**src/design/idc_pkg.sv**
```systemverilog
// shared types and constants of the imu dead-zone calibrator
package idc_pkg;

    localparam int NUM_AXES   = 3;
    localparam int AXIS_W     = 2;
    localparam int SAMPLE_W   = 16;
    localparam int THR_W      = 17;
    localparam int SUM_W      = 33;
    localparam int SQ_W       = 47;
    localparam int CFG_IDX_W  = 2;
    localparam int CFG_DATA_W = 24;
    localparam int DIV_CNT_W  = 6;

    localparam logic [CFG_IDX_W-1:0] REG_SAMPLE_COUNT  = 2'd0;
    localparam logic [CFG_IDX_W-1:0] REG_PEAK_MODE     = 2'd1;
    localparam logic [CFG_IDX_W-1:0] REG_VARIANCE_GAIN = 2'd2;
    localparam logic [CFG_IDX_W-1:0] REG_PEAK_MARGIN   = 2'd3;

    localparam logic [15:0] RST_SAMPLE_COUNT  = 16'd100;
    localparam logic [23:0] RST_VARIANCE_GAIN = 24'd262144;
    localparam logic [THR_W-1:0] THR_MAX      = 17'h1FFFF;
    localparam logic [AXIS_W-1:0] LAST_AXIS   = 2'(NUM_AXES - 1);

    typedef enum logic [3:0] {
        ST_IDLE, ST_SQ, ST_NLO, ST_NHI, ST_NN, ST_SUB, ST_DIV,
        ST_GAIN, ST_PEAK, ST_STORE, ST_CLEAR
    } t_state;

    typedef enum logic [3:0] {
        OP_NONE, OP_SQ, OP_NLO, OP_NHI, OP_NN, OP_SUB, OP_DIV,
        OP_GAIN, OP_PEAK, OP_STORE, OP_CLEAR
    } t_op;

    typedef struct packed {
        logic              idle;
        t_op               op;
        logic [AXIS_W-1:0] axis;
    } t_cmd;

    typedef struct packed {
        logic finish;
        logic peak_mode;
    } t_sts;

endpackage

```
**src/design/idc_ctrl.sv**
```systemverilog
// sequencer for the threshold update after a calibration run
module idc_ctrl (
    input  logic          i_clk,
    input  logic          i_rst_n,
    input  idc_pkg::t_sts i_sts,
    output idc_pkg::t_cmd o_cmd
);

    idc_pkg::t_state r_state, n_state;
    logic [idc_pkg::AXIS_W-1:0]    r_axis, n_axis;
    logic [idc_pkg::DIV_CNT_W-1:0] r_div_cnt, n_div_cnt;

    always_ff @(posedge i_clk) begin
        if (!i_rst_n) begin
            r_state   <= idc_pkg::ST_IDLE;
            r_axis    <= '0;
            r_div_cnt <= '0;
        end else begin
            r_state   <= n_state;
            r_axis    <= n_axis;
            r_div_cnt <= n_div_cnt;
        end
    end

    always_comb begin
        n_state   = r_state;
        n_axis    = r_axis;
        n_div_cnt = r_div_cnt;
        o_cmd.idle = 1'b0;
        o_cmd.op   = idc_pkg::OP_NONE;
        o_cmd.axis = r_axis;
        unique case (r_state)
            idc_pkg::ST_IDLE: begin
                o_cmd.idle = 1'b1;
                n_axis     = '0;
                if (i_sts.finish) begin
                    n_state = i_sts.peak_mode ? idc_pkg::ST_PEAK : idc_pkg::ST_SQ;
                end
            end
            idc_pkg::ST_SQ: begin
                o_cmd.op = idc_pkg::OP_SQ;
                n_state  = idc_pkg::ST_NLO;
            end
            idc_pkg::ST_NLO: begin
                o_cmd.op = idc_pkg::OP_NLO;
                n_state  = idc_pkg::ST_NHI;
            end
            idc_pkg::ST_NHI: begin
                o_cmd.op = idc_pkg::OP_NHI;
                n_state  = idc_pkg::ST_NN;
            end
            idc_pkg::ST_NN: begin
                o_cmd.op = idc_pkg::OP_NN;
                n_state  = idc_pkg::ST_SUB;
            end
            idc_pkg::ST_SUB: begin
                o_cmd.op  = idc_pkg::OP_SUB;
                n_div_cnt = '0;
                n_state   = idc_pkg::ST_DIV;
            end
            idc_pkg::ST_DIV: begin
                o_cmd.op  = idc_pkg::OP_DIV;
                n_div_cnt = r_div_cnt + 1'b1;
                if (&r_div_cnt) begin
                    n_state = idc_pkg::ST_GAIN;
                end
            end
            idc_pkg::ST_GAIN: begin
                o_cmd.op = idc_pkg::OP_GAIN;
                n_state  = idc_pkg::ST_STORE;
            end
            idc_pkg::ST_PEAK: begin
                o_cmd.op = idc_pkg::OP_PEAK;
                n_state  = idc_pkg::ST_STORE;
            end
            idc_pkg::ST_STORE: begin
                o_cmd.op = idc_pkg::OP_STORE;
                if (r_axis == idc_pkg::LAST_AXIS) begin
                    n_state = idc_pkg::ST_CLEAR;
                end else begin
                    n_axis  = r_axis + 1'b1;
                    n_state = i_sts.peak_mode ? idc_pkg::ST_PEAK : idc_pkg::ST_SQ;
                end
            end
            idc_pkg::ST_CLEAR: begin
                o_cmd.op = idc_pkg::OP_CLEAR;
                n_state  = idc_pkg::ST_IDLE;
            end
            default: begin
                n_state = idc_pkg::ST_IDLE;
            end
        endcase
    end

endmodule

```
**config.mk**
```make
export PLATFORM = sky130hd
export DESIGN_NAME = idc_ctrl
export DESIGN_NICKNAME = d
export VERILOG_FILES = /design/src/design/idc_pkg.sv /design/src/design/idc_ctrl.sv
export SDC_FILE = /design/constraint.sdc
export NUM_CORES = 1
export LEC_CHECK = 0
export BUFFER_PORTS_ARGS = -buffer_cell sky130_fd_sc_hd__clkbuf_2
export CORE_MARGIN = 3
export CORE_UTILIZATION = 35
export CTS_BUF_LIST = sky130_fd_sc_hd__clkbuf_8
export DETAILED_ROUTE_END_ITERATION = 12
export GPL_ROUTABILITY_DRIVEN = 0
export PLACE_DENSITY_LB_ADDON = 0.1
export SLEW_MARGIN = 30
export SYNTH_ARGS = -nofsm -noshare
export SYNTH_HDL_FRONTEND = slang
export SYNTH_SLANG_ARGS = --single-unit
```
**constraint.sdc**
```tcl
create_clock -name i_clk -period 4.2 [get_ports i_clk]
set_input_delay 0.42 -clock i_clk [delete_from_list [all_inputs] [get_ports i_clk]]
set_output_delay 0.42 -clock i_clk [all_outputs]
set_load 0.02 [all_outputs]
```
==> impl_metrics.env <==
export IMPL_ys_seq_area_share_pct=32.54
export IMPL_fp_row_count=15
export IMPL_core_um2=1858
export IMPL_wl_mm=1.514
export IMPL_avgSynthCellArea_um2=8.112
export IMPL_cts_tree="built"
export IMPL_p_sw_share_pct=36.40
export IMPL_reg2reg_from="r_state[1]"
export IMPL_num_nets_final=105
export IMPL_synth_area_leaders="dfxtp_1, nand2_1, nand2b_1"
export IMPL_slew_headroom_pct=68.00
export IMPL_synth_seq_cells=12
export IMPL_drtAntennaViolNets=0
export IMPL_critPathMaxFanout=16
export IMPL_die_w_um=51.93
export IMPL_finalCritPeriodShare_pct=44.62
export IMPL_start_util_pct=39.73
export IMPL_grt_ovfl_total=0
export IMPL_power_density_nw_per_um2=508.5
export IMPL_p_leak_nw=0.3156
export IMPL_syn2layout_area_growth_pct=13.22
export IMPL_fmax_ghz=0.5336
export IMPL_hold_path_end="r_axis[1]"
export IMPL_seq_power_share_pct=36.9
export IMPL_hp_start="r_axis[1]"
export IMPL_hold_viol=0
export IMPL_vias_per_cell=5.577
export IMPL_grt_first_pass_wirelength_mm=2.842
export IMPL_wl_per_cell_um=12.31
export IMPL_grt_pass1_vias=632
export IMPL_hold_path_depth=2
export IMPL_die_h_um=51.93
export IMPL_start_kind="register"
export IMPL_clkLatencyLatePin_ns=0.24
export IMPL_critical_path_class="register to output port"
export IMPL_grt_usage_pct=14.32
export IMPL_cp_end_kind="output port"
export IMPL_drive_gt1_share_pct=20.41
export IMPL_htree_levels=1
export IMPL_power_frac_comb_pct=33.4
export IMPL_post_cts_resized=0
export IMPL_rrSetupSlack_ns=2.68
export IMPL_p_sw_mw=0.1547
export IMPL_required_ns=3.78
export IMPL_grt_antenna_before_repair=0
export IMPL_drtIter0Drc=19
export IMPL_rsz0062_at_grt="false"
export IMPL_drv_cap=0
export IMPL_fin_hold_ws_ns=0.4829
export IMPL_synth_top_area_cell="dfxtp_1"
export IMPL_port_buffers=10
export IMPL_netlist_area_leader_share_pct=32.54
export IMPL_synth_nets=97
export IMPL_reg2reg_to="r_state[0]"
export IMPL_diodes=0
export IMPL_clkPwrFrac_pct=29.7
export IMPL_post_cts_setup_buffers=0
export IMPL_cts_buffers=3
export IMPL_io_pins=11
export IMPL_timing_critical_path_from="r_state[3]"
export IMPL_drc=0
export IMPL_setup_viol=0
export IMPL_yosysUniqueCellTypes=37
export IMPL_hold_class="register to register"
export IMPL_dp_hpwl_mm=1.104
export IMPL_slew_violations=0
export IMPL_syn_inst=91
export IMPL_ctsHoldBuffers=0
export IMPL_fin_skew_ns=0.003003
export IMPL_synth_warnings=0
export IMPL_drt_pass1_iterations=4
export IMPL_fp_dieArea_um2=2696
export IMPL_clk_pin_slew_ns=0.05
export IMPL_arrival_ns=1.45
export IMPL_clockRootBuffer="clkbuf_8"
export IMPL_period_minus_slack_ns=1.874
export IMPL_worstMarginPinSlew_ns=0.4794
export IMPL_grt_max_degree=17
export IMPL_syn_area_um2=738.2
export IMPL_cts_sinks=12
export IMPL_status="finished clean"
export IMPL_clockBufferDepth=2
export IMPL_ir_worst_vdd_mv=0.3032
export IMPL_routed_via_count=686
export IMPL_rr_worst_depth=3
export IMPL_setup_tns_ns=0
export IMPL_internal_power_mw=0.2703
cells in the final DEF, fill, tap and decap left out, types with 2 or more instances in the layout:
| cell type | count |
|---|---|
| nand2_1 | 11 |
| nor2_1 | 3 |
| mux2i_1 | 2 |
| or3_2 | 2 |
| clkbuf_8 | 4 |
| clkbuf_2 | 10 |
| and3b_1 | 2 |
| o21ai_0 | 6 |
| nand2b_1 | 5 |
| a311oi_1 | 3 |
| ha_1 | 2 |
| a21oi_1 | 5 |
| inv_1 | 5 |
| dfxtp_1 | 12 |
| nand3_1 | 5 |
power by group through the flow:
stage / clock (mW) / sequential, mW / combinational [mW]
2_1_floorplan: 0 / 0.136 / 0.140
3_3_place_gp: 0 / 0.158 / 0.144
3_5_place_dp: 0 / 0.160 / 0.143
4_1_cts: 0.132 / 0.156 / 0.143
5_1_grt: 0.138 / 0.162 / 0.155
6_report: 0.126 / 0.157 / 0.142
flip-flops by register name (all words and copies together) (netlist names):
register	cells
r_axis	2
r_div_cnt	6
r_state	4
per-layer routing:
metal,up-vias,routed length [um],track usage (%)
met5,-,0,0
met4,0,16,7.860
met3,4,107,5.731
met2,27,679,19.46
met1,314,711,18.91
li1,341,-,-
cells in the mapped netlist, drive strengths merged:
library cell,n
o21bai,1
a211oi,1
or3,2
nor2,3
and2,2
clkbuf,2
nand3,5
o2111ai,1
a41oi,1
and4bb,1
a21o,1
nand2b,5
buf,5
xnor2,1
o221ai,1
a21oi,5
a221o,1
inv,5
xor2,1
and3b,2
a221oi,1
a2111oi,1
and3,1
a311oi,3
o22ai,1
o21ai,6
nand3b,1
nand2,11
nor3,1
ha,2
or2,1
dfxtp,12
o21a,1
nor4,1
mux2i,2
worst max-delay path by stage:
| stage | cells past startpoint | slack, ns | to |
|---|---|---|---|
| floorplan | 4 | 2.54 | r_state[0] |
| global placement | 2 | 2.58 | o_cmd[6] |
| detailed placement | 2 | 2.62 | o_cmd[6] |
| CTS | 2 | 2.35 | o_cmd[6] |
| global route | 2 | 2.23 | o_cmd[6] |
| finish | 2 | 2.33 | o_cmd[6] |
per-stage QoR:
stage	instances	power, mW	util (%)	area (um^2)	setup slack [ns]
after floorplan	91	0.2756	-	738.2	2.539
after global placement	119	0.3026	42.02	780.7	2.584
after detailed placement	119	0.3025	42.02	780.7	2.620
after CTS	123	0.4314	44.98	835.8	2.348
after global routing	123	0.4552	44.98	835.8	2.233
final	123	0.4250	44.98	835.8	2.326
critical path, cell delays in order, from the launching register on:
cell	delay (ns)
dfxtp_1	0.45
nor4_1	0.50
clkbuf_2	0.26
area by class of cell:
| type | instances | area [um^2] |
|---|---|---|
| Clock buffer | 4 | 55.05 |
| Sequential cell | 12 | 240.2 |
| Multi-Input combinational cell | 67 | 440.4 |
| Timing Repair Buffer | 10 | 50.05 |
| Inverter | 5 | 18.77 |
| Tap cell | 25 | 31.28 |
| Fill cell | 187 | 1022 |
cells by family after synthesis:
kind of cell | count (synthesis) | share of synthesized area (%)
AO/OA/AOI/OAI | 25 | 24.24
XOR/XNOR | 2 | 2.373
adder cells (fa/ha/maj) | 2 | 3.389
buffers and inverters | 12 | 7.797
flip-flops | 12 | 32.54
multiplexers | 2 | 2.712
AND/OR/NAND/NOR | 36 | 26.95
Note: power is estimated with default switching activity, not from simulation.
